`src/design/see_pkg.sv`:
```
`default_nettype none

package see_pkg;

    // Longest run one request can cause: open quote, six escape bytes, close quote
    localparam int unsigned MAX_RUN    = 8;
    localparam int unsigned ENC_MAX    = 6;
    localparam int unsigned FIFO_DEPTH = 2;
    localparam int unsigned PTR_W      = $clog2(FIFO_DEPTH);
    localparam int unsigned CNT_W      = $clog2(FIFO_DEPTH + 1);

    typedef logic [7:0] ch_t;

    typedef enum logic [1:0] {
        MODE_RAW  = 2'd0,
        MODE_PCT  = 2'd1,
        MODE_JSON = 2'd2,
        MODE_CSV  = 2'd3
    } mode_t;

    localparam ch_t CH_QUOTE   = 8'h22;
    localparam ch_t CH_PCT     = 8'h25;
    localparam ch_t CH_SLASH   = 8'h2f;
    localparam ch_t CH_BSLASH  = 8'h5c;
    localparam ch_t CH_ZERO    = 8'h30;
    localparam ch_t CH_LOWER_A = 8'h61;
    localparam ch_t CH_U       = 8'h75;
    localparam ch_t CH_CTRL_HI = 8'h20;
    localparam ch_t HIGH_PRINT = 8'd126;

    // Escape bytes for one source byte
    typedef struct packed {
        logic [ENC_MAX-1:0][7:0] bytes;
        logic [2:0]              count;
    } enc_t;

    // One queued run of result bytes
    typedef struct packed {
        logic [MAX_RUN-1:0][7:0] bytes;
        logic [2:0]              last_idx;
        logic                    closes;
    } run_t;

    function automatic ch_t hex_char(input logic [3:0] nib);
        ch_t r;
        if (nib < 4'd10) begin
            r = CH_ZERO + {4'd0, nib};
        end else begin
            r = CH_LOWER_A + {4'd0, nib} - 8'd10;
        end
        return r;
    endfunction

    function automatic enc_t encode_byte(input mode_t mode, input ch_t c);
        enc_t r;
        ch_t  letter;
        r          = '0;
        r.bytes[0] = c;
        r.count    = 3'd1;
        letter     = '0;
        unique case (mode)
            MODE_RAW: begin
                r.count = 3'd1;
            end
            MODE_PCT: begin
                if (c < CH_CTRL_HI || c == CH_PCT || c == CH_QUOTE || c > HIGH_PRINT) begin
                    r.bytes[0] = CH_PCT;
                    r.bytes[1] = hex_char(c[7:4]);
                    r.bytes[2] = hex_char(c[3:0]);
                    r.count    = 3'd3;
                end
            end
            MODE_CSV: begin
                if (c == CH_QUOTE) begin
                    r.bytes[1] = c;
                    r.count    = 3'd2;
                end
            end
            MODE_JSON: begin
                unique case (c)
                    8'h08:     letter = 8'h62;
                    8'h0a:     letter = 8'h6e;
                    8'h0d:     letter = 8'h72;
                    8'h09:     letter = 8'h74;
                    8'h0c:     letter = 8'h66;
                    CH_QUOTE:  letter = CH_QUOTE;
                    CH_BSLASH: letter = CH_BSLASH;
                    CH_SLASH:  letter = CH_SLASH;
                    default:   letter = '0;
                endcase
                if (letter != '0) begin
                    r.bytes[0] = CH_BSLASH;
                    r.bytes[1] = letter;
                    r.count    = 3'd2;
                end else if (c < CH_CTRL_HI) begin
                    r.bytes[0] = CH_BSLASH;
                    r.bytes[1] = CH_U;
                    r.bytes[2] = CH_ZERO;
                    r.bytes[3] = CH_ZERO;
                    r.bytes[4] = hex_char(c[7:4]);
                    r.bytes[5] = hex_char(c[3:0]);
                    r.count    = 3'd6;
                end
            end
        endcase
        return r;
    endfunction

endpackage

`default_nettype wire

```
`src/design/see_front.sv`:
```
`default_nettype none

module see_front import see_pkg::*; (
    input  wire logic       aclk,
    input  wire logic       aresetn,
    input  wire logic       s_tvalid,
    output logic            s_tready,
    input  wire logic [7:0] s_tdata,
    input  wire logic       s_tuser,
    input  wire logic       s_tlast,
    input  wire logic       cfg_wr_en,
    input  wire logic [1:0] cfg_wr_data,
    input  wire logic       queue_full,
    output logic            push,
    output run_t            push_run
);

    mode_t  mode_reg, mode_next;
    logic   inside_reg, inside_next;
    logic   accept;
    logic   active;
    enc_t   enc;
    logic [MAX_RUN-2:0][7:0] body;
    logic [2:0] body_len;
    logic       body_closes;

    assign s_tready = !queue_full;
    assign accept   = s_tvalid && s_tready;
    assign active   = s_tuser || inside_reg;
    assign push     = accept && active;
    assign enc      = encode_byte(mode_reg, s_tdata);

    // Build the escaped body, with the closing quote where it applies
    always_comb begin
        body        = '0;
        body_len    = 3'd1;
        body_closes = 1'b0;
        if (s_tdata == '0) begin
            body[0]     = CH_QUOTE;
            body_closes = 1'b1;
        end else begin
            for (int j = 0; j < int'(ENC_MAX); j++) begin
                body[j] = enc.bytes[j];
            end
            for (int j = 0; j < int'(MAX_RUN) - 1; j++) begin
                if (s_tlast && 3'(j) == enc.count) begin
                    body[j] = CH_QUOTE;
                end
            end
            body_len    = enc.count + {2'd0, s_tlast};
            body_closes = s_tlast;
        end
    end

    // Prepend the opening quote on a start mark
    always_comb begin
        push_run        = '0;
        push_run.closes = body_closes;
        if (s_tuser) begin
            push_run.bytes[0] = CH_QUOTE;
            for (int i = 1; i < int'(MAX_RUN); i++) begin
                push_run.bytes[i] = body[i-1];
            end
            push_run.last_idx = body_len;
        end else begin
            for (int i = 0; i < int'(MAX_RUN) - 1; i++) begin
                push_run.bytes[i] = body[i];
            end
            push_run.last_idx = body_len - 3'd1;
        end
    end

    // Track the open string and the mode register
    always_comb begin
        inside_next = inside_reg;
        mode_next   = mode_reg;
        if (push) begin
            inside_next = !(s_tdata == '0 || s_tlast);
        end
        if (cfg_wr_en) begin
            mode_next = mode_t'(cfg_wr_data);
        end
    end

    always_ff @(posedge aclk) begin
        if (!aresetn) begin
            inside_reg <= 1'b0;
            mode_reg   <= MODE_JSON;
        end else begin
            inside_reg <= inside_next;
            mode_reg   <= mode_next;
        end
    end

endmodule

`default_nettype wire

```
`src/design/see_fifo.sv`:
```
`default_nettype none

module see_fifo import see_pkg::*; (
    input  wire logic aclk,
    input  wire logic aresetn,
    input  wire logic wr_en,
    input  run_t      wr_run,
    output logic      full,
    input  wire logic rd_en,
    output run_t      rd_run,
    output logic      not_empty
);

    run_t             mem [FIFO_DEPTH];
    logic [PTR_W-1:0] wr_ptr_reg, wr_ptr_next;
    logic [PTR_W-1:0] rd_ptr_reg, rd_ptr_next;
    logic [CNT_W-1:0] count_reg, count_next;
    logic             do_wr, do_rd;

    assign full      = count_reg == CNT_W'(FIFO_DEPTH);
    assign not_empty = count_reg != '0;
    assign do_wr     = wr_en && !full;
    assign do_rd     = rd_en && not_empty;
    assign rd_run    = mem[rd_ptr_reg];

    // Advance pointers with wrap and keep the fill count
    always_comb begin
        wr_ptr_next = wr_ptr_reg;
        rd_ptr_next = rd_ptr_reg;
        count_next  = count_reg;
        if (do_wr) begin
            wr_ptr_next = (wr_ptr_reg == PTR_W'(FIFO_DEPTH - 1)) ? '0 : wr_ptr_reg + 1'b1;
        end
        if (do_rd) begin
            rd_ptr_next = (rd_ptr_reg == PTR_W'(FIFO_DEPTH - 1)) ? '0 : rd_ptr_reg + 1'b1;
        end
        if (do_wr && !do_rd) begin
            count_next = count_reg + 1'b1;
        end else if (do_rd && !do_wr) begin
            count_next = count_reg - 1'b1;
        end
    end

    always_ff @(posedge aclk) begin
        if (!aresetn) begin
            wr_ptr_reg <= '0;
            rd_ptr_reg <= '0;
            count_reg  <= '0;
        end else begin
            wr_ptr_reg <= wr_ptr_next;
            rd_ptr_reg <= rd_ptr_next;
            count_reg  <= count_next;
        end
    end

    // Store the run
    always_ff @(posedge aclk) begin
        if (do_wr) begin
            mem[wr_ptr_reg] <= wr_run;
        end
    end

endmodule

`default_nettype wire

```
`src/design/see_back.sv`:
```
`default_nettype none

module see_back import see_pkg::*; (
    input  wire logic       aclk,
    input  wire logic       aresetn,
    input  run_t            head_run,
    input  wire logic       head_valid,
    output logic            pop,
    output logic            m_tvalid,
    input  wire logic       m_tready,
    output logic [7:0]      m_tdata,
    output logic            m_tlast,
    output logic            m_tuser
);

    logic [2:0] idx_reg, idx_next;
    logic       valid_reg, valid_next;
    ch_t        data_reg, data_next;
    logic       last_reg, last_next;
    logic       close_reg, close_next;
    logic       load;
    logic       at_last;

    assign load    = head_valid && (!valid_reg || m_tready);
    assign at_last = idx_reg == head_run.last_idx;
    assign pop     = load && at_last;

    assign m_tvalid = valid_reg;
    assign m_tdata  = data_reg;
    assign m_tlast  = last_reg;
    assign m_tuser  = close_reg;

    // Step through the head run one byte per request, drop the output once taken
    always_comb begin
        idx_next   = idx_reg;
        valid_next = valid_reg;
        data_next  = data_reg;
        last_next  = last_reg;
        close_next = close_reg;
        if (load) begin
            valid_next = 1'b1;
            data_next  = head_run.bytes[idx_reg];
            last_next  = at_last;
            close_next = at_last && head_run.closes;
            idx_next   = at_last ? '0 : idx_reg + 3'd1;
        end else if (m_tready) begin
            valid_next = 1'b0;
        end
    end

    always_ff @(posedge aclk) begin
        if (!aresetn) begin
            idx_reg   <= '0;
            valid_reg <= 1'b0;
        end else begin
            idx_reg   <= idx_next;
            valid_reg <= valid_next;
        end
    end

    always_ff @(posedge aclk) begin
        data_reg  <= data_next;
        last_reg  <= last_next;
        close_reg <= close_next;
    end

endmodule

`default_nettype wire

```
`src/design/string_escape_encoder.sv`:
```
// The taken input request is written into the run queue, then the output register loads
// its first result byte. Throughput: one result byte per cycle while m_tready is high
// and the queue holds a run; an item expands to 1 to 8 bytes at the single-byte output.
// Input requests are taken every cycle while the two-entry run queue has room.
// Reset (aresetn low, synchronous): no string open, queue empty, mode set to JSON.
`default_nettype none

module string_escape_encoder import see_pkg::*; (
    input  wire logic       aclk,
    input  wire logic       aresetn,
    input  wire logic       s_tvalid,
    output logic            s_tready,
    input  wire logic [7:0] s_tdata,   // [7:0] in_byte
    input  wire logic       s_tuser,   // [0] starts_string
    input  wire logic       s_tlast,   // ends_string
    output logic            m_tvalid,
    input  wire logic       m_tready,
    output logic [7:0]      m_tdata,   // [7:0] out_byte
    output logic            m_tuser,   // [0] closes_string
    output logic            m_tlast,   // last_of_run
    input  wire logic       cfg_wr_en,
    input  wire logic [1:0] cfg_wr_data
);

    logic queue_full;
    logic push;
    run_t push_run;
    logic pop;
    run_t head_run;
    logic head_valid;

    see_front u_front (
        .aclk        (aclk),
        .aresetn     (aresetn),
        .s_tvalid    (s_tvalid),
        .s_tready    (s_tready),
        .s_tdata     (s_tdata),
        .s_tuser     (s_tuser),
        .s_tlast     (s_tlast),
        .cfg_wr_en   (cfg_wr_en),
        .cfg_wr_data (cfg_wr_data),
        .queue_full  (queue_full),
        .push        (push),
        .push_run    (push_run)
    );

    see_fifo u_fifo (
        .aclk      (aclk),
        .aresetn   (aresetn),
        .wr_en     (push),
        .wr_run    (push_run),
        .full      (queue_full),
        .rd_en     (pop),
        .rd_run    (head_run),
        .not_empty (head_valid)
    );

    see_back u_back (
        .aclk       (aclk),
        .aresetn    (aresetn),
        .head_run   (head_run),
        .head_valid (head_valid),
        .pop        (pop),
        .m_tvalid   (m_tvalid),
        .m_tready   (m_tready),
        .m_tdata    (m_tdata),
        .m_tlast    (m_tlast),
        .m_tuser    (m_tuser)
    );

endmodule

`default_nettype wire

```
`config.mk`:
```
export PLATFORM = sky130hd
export DESIGN_NAME = string_escape_encoder
export DESIGN_NICKNAME = d
export VERILOG_FILES = /design/src/design/see_pkg.sv /design/src/design/see_front.sv /design/src/design/see_fifo.sv /design/src/design/see_back.sv /design/src/design/string_escape_encoder.sv
export SDC_FILE = /design/constraint.sdc
export NUM_CORES = 1
export LEC_CHECK = 0
export ABC_AREA = 1
export BUFFER_PORTS_ARGS = -buffer_cell sky130_fd_sc_hd__buf_4
export CAP_MARGIN = 20
export CORE_MARGIN = 1
export CORE_UTILIZATION = 49
export CTS_BUF_LIST = sky130_fd_sc_hd__clkbuf_8
export DETAILED_ROUTE_END_ITERATION = 7
export GPL_TIMING_DRIVEN = 0
export PLACE_DENSITY = 0.72
export SYNTH_ARGS = -nofsm -noshare
export SYNTH_HDL_FRONTEND = slang
export SYNTH_SLANG_ARGS = --single-unit
```
`constraint.sdc`:
```
create_clock -name aclk -period 11.2 [get_ports aclk]
set_input_delay 2.24 -clock aclk [delete_from_list [all_inputs] [get_ports aclk]]
set_output_delay 2.24 -clock aclk [all_outputs]
set_load 0.005 [all_outputs]
```
==> flow_metrics.env <==
export IMPL_status="completed"
export IMPL_post_cts_resized=0
export IMPL_drt_iter0_drc=690
export IMPL_num_fill_cells=1156
export IMPL_finalCritPeriodShare_pct=41.8
export IMPL_relSlewSlack_pct=35.8
export IMPL_regArea_um2=3960
export IMPL_max_cap_viol_count=0
export IMPL_multi_input_area_um2=2660
export IMPL_fin_area_um2=7900
export IMPL_clockBufferDepth=2
export IMPL_initial_core_util_pct=50.1
export IMPL_drive_above_1_share_pct=13.9
export IMPL_worstReg2RegStart="u_back.idx_reg[2]$_SDFFE_PN0P_"
export IMPL_core_region_area_um2=13800
export IMPL_worstSkewPairLatency_ps=420
export IMPL_ys_types=47
export IMPL_synth_main_ff_cell="edfxtp_1"
export IMPL_p_per_area_nw_per_um2=189
export IMPL_fin_crit_ps=4690
export IMPL_synth_cells=714
export IMPL_largest_reg_flops=114
export IMPL_finalSetupViolations=0
export IMPL_drv_slew=0
export IMPL_grt_ovfl_total=0
export IMPL_hold_depth=2
export IMPL_critPathKind="in2reg"
export IMPL_ys_ff_latch=136
export IMPL_timing_rr_end="u_fifo.count_reg[1]$_SDFFE_PN0P_"
export IMPL_worstPathArrival_ps=4920
export IMPL_worstRegToRegCells=11
export IMPL_critPathRequiredTime_ps=11430
export IMPL_clkSinkCount=136
export IMPL_htreeDepth=4
export IMPL_finClkSkew_ps=13.4
export IMPL_grt_max_degree=34
export IMPL_p_total_mw=1.49
export IMPL_worstMarginPinSlew_ps=962
export IMPL_min_path_type="reg2reg"
export IMPL_grt_pass1_vias=5260
export IMPL_ant_nets=0
export IMPL_track_usage_pct=25.3
export IMPL_postSynthAreaPerCell_um2=9.70
export IMPL_peakVddDrop_mv=0.0748
export IMPL_port_buffer_count=28
export IMPL_fmax_ghz=0.213
export IMPL_path_clk_slew_ps=70
export IMPL_dpl_cell_area_um2=7460
export IMPL_cts_setup_buffers=0
export IMPL_dpl_hpwl_mm=12.8
export IMPL_synth_edff_count=124
export IMPL_drt_wl_total_mm=17.7
export IMPL_areaGrowthSynthToFinish_pct=14.0
export IMPL_dr_pass1_iters=5
export IMPL_antenna_found_initial=0
export IMPL_clock_root_buffer="clkbuf_8"
export IMPL_crit_fanout=5
export IMPL_viasPerCell=5.76
export IMPL_synth_area_um2=6920
export IMPL_seq_area_frac_synth_pct=57.2
export IMPL_gp_congestion=0.918
export IMPL_num_vias=5551
export IMPL_rsz0062_at_grt="no"
export IMPL_async_flop_share_pct=0
export IMPL_numCtsBuffers=17
export IMPL_wire_per_inst_um=18.3
export IMPL_cts_tree="built"
export IMPL_crit_path_end_kind="flop"
export IMPL_rows=43
export IMPL_startpoint_type="input port"
export IMPL_dieWidth_um=121
export IMPL_hold_buffers=0
export IMPL_hold_viol_final=0
export IMPL_drc=0
export IMPL_ys_warn_count=0
export IMPL_hp_start="u_fifo.rd_ptr_reg$_SDFFE_PN0P_"
export IMPL_p_leak_nw=3.07
export IMPL_fin_nets=807
export IMPL_fin_setup_tns_ps=0
export IMPL_worst_hold_path_endpoint="u_fifo.rd_ptr_reg$_SDFFE_PN0P_"
export IMPL_die_h_um=121
export IMPL_rrSetupSlack_ps=8380
export IMPL_diodes=0
export IMPL_io_pins=29
export IMPL_grt_pass1_wl_mm=27.9
export IMPL_dieArea_um2=14600
-- final cells by class --
class | count | area share, %
Inverter | 55 | 2.61
Sequential cell | 136 | 50.2
Multi-Input combinational cell | 497 | 33.7
Timing Repair Buffer | 31 | 3.42
Tap cell | 180 | 2.85
Buffer | 33 | 1.79
Clock inverter | 15 | 2.50
Clock buffer | 17 | 2.96
-- worst max-delay path: stages --
cell,delay (ps)
buf_4,130
inv_1,190
ha_1,220
inv_1,50
nor2_1,300
nand2_2,130
nand2_2,140
nor2_8,50
nand4_2,70
nand2_1,90
nand2_2,100
nand2_2,100
ha_1,230
ha_1,290
nand2_1,80
ha_1,160
nand2_1,60
xnor2_1,270
-- worst max path at each step --
stage               startpoint  cells after the start                           to  slack, ps
finish              s_tdata[4]                     18   u_fifo.mem[1][3]$_DFFE_PP_       6510
global route        s_tdata[4]                     18   u_fifo.mem[0][3]$_DFFE_PP_       6420
detailed placement  s_tdata[4]                     18   u_fifo.mem[0][3]$_DFFE_PP_       6140
global placement       s_tuser                      3  u_fifo.mem[0][16]$_DFFE_PP_       4540
floorplan             s_tvalid                      2   u_fifo.mem[1][0]$_DFFE_PP_       5940
CTS                 s_tdata[4]                     18   u_fifo.mem[1][3]$_DFFE_PP_       6570
-- Yosys cell counts, types with 5 or more instances --
| master | instances | share of area, % |
|---|---|---|
| a21oi_1 | 23 | 1.7 |
| clkbuf_1 | 27 | 1.5 |
| dfxtp_1 | 12 | 3.5 |
| edfxtp_1 | 124 | 54 |
| ha_1 | 19 | 3.4 |
| inv_1 | 43 | 2.3 |
| inv_2 | 10 | 0.54 |
| nand2_1 | 113 | 6.1 |
| nand2_2 | 12 | 1.1 |
| nand3_1 | 38 | 2.7 |
| nand4_1 | 19 | 1.7 |
| nor2_1 | 111 | 6.0 |
| o21ai_0 | 79 | 5.7 |
| o21ai_1 | 5 | 0.36 |
| o221ai_1 | 7 | 0.89 |
| o22ai_1 | 15 | 1.4 |
| xor2_1 | 8 | 1.0 |
-- metrics by stage --
stage / setup slack, ps / utilization (%) / hold WS (ps) / instances
floorplan: 5940 / - / 447 / 721
global placement: 4540 / 53.4 / 457 / 929
detailed placement: 6140 / 54.0 / 466 / 932
CTS: 6570 / 57.1 / 479 / 964
global route: 6420 / 57.1 / 529 / 964
finish: 6510 / 57.1 / 478 / 964
-- power breakdown --
| part | leakage, nW | internal (mW) | switching (mW) |
|---|---|---|---|
| logic | 1.61 | 0.131 | 0.267 |
| clock network | 0.204 | 0.243 | 0.187 |
| registers | 1.25 | 0.642 | 0.0217 |
| total | 3.07 | 1.02 | 0.476 |
-- placed cells by master (no fill, tap or decap), types with 3 or more instances in the layout --
cell type | synthesis | layout
a21oi_1 | 23 | 22
buf_12 | 0 | 3
buf_4 | 0 | 28
bufinv_16 | 0 | 4
clkbuf_1 | 27 | 27
clkbuf_8 | 0 | 17
clkinv_1 | 2 | 4
clkinvlp_4 | 0 | 4
conb_1 | 1 | 8
dfxtp_1 | 12 | 12
edfxtp_1 | 124 | 124
ha_1 | 19 | 19
inv_1 | 43 | 43
inv_2 | 10 | 10
inv_6 | 0 | 3
nand2_1 | 113 | 113
nand2_2 | 12 | 12
nand3_1 | 38 | 38
nand4_1 | 19 | 19
nand4_2 | 4 | 4
nor2_1 | 111 | 109
nor2_2 | 3 | 3
nor2_4 | 2 | 4
nor3_1 | 4 | 4
o211ai_1 | 4 | 4
o21ai_0 | 79 | 79
o21ai_1 | 5 | 5
o221ai_1 | 7 | 7
o22ai_1 | 15 | 15
xor2_1 | 8 | 8
-- per-layer routing --
metal | vias up | part of all wire, % | GRT usage (%)
li1 | 2621 | - | -
met1 | 2631 | 41 | 32.0
met2 | 260 | 50 | 43.6
met3 | 39 | 6.0 | 3.99
met4 | 0 | 2.4 | 9.26
met5 | - | 0 | 0
-- cell families (layout without fill, tap and decap cells) --
kind of cell	count (synthesis)	count (layout)	share of synthesized area [%]
other cells	1	8	0.0542
fa+ha+maj	19	19	3.43
flops	136	136	57.2
compound gates	147	147	12.3
simple gates	314	314	20.8
xor+xnor	9	9	1.14
buf+inv	88	151	5.02
No activity file was read; power rests on OpenSTA's default activity.
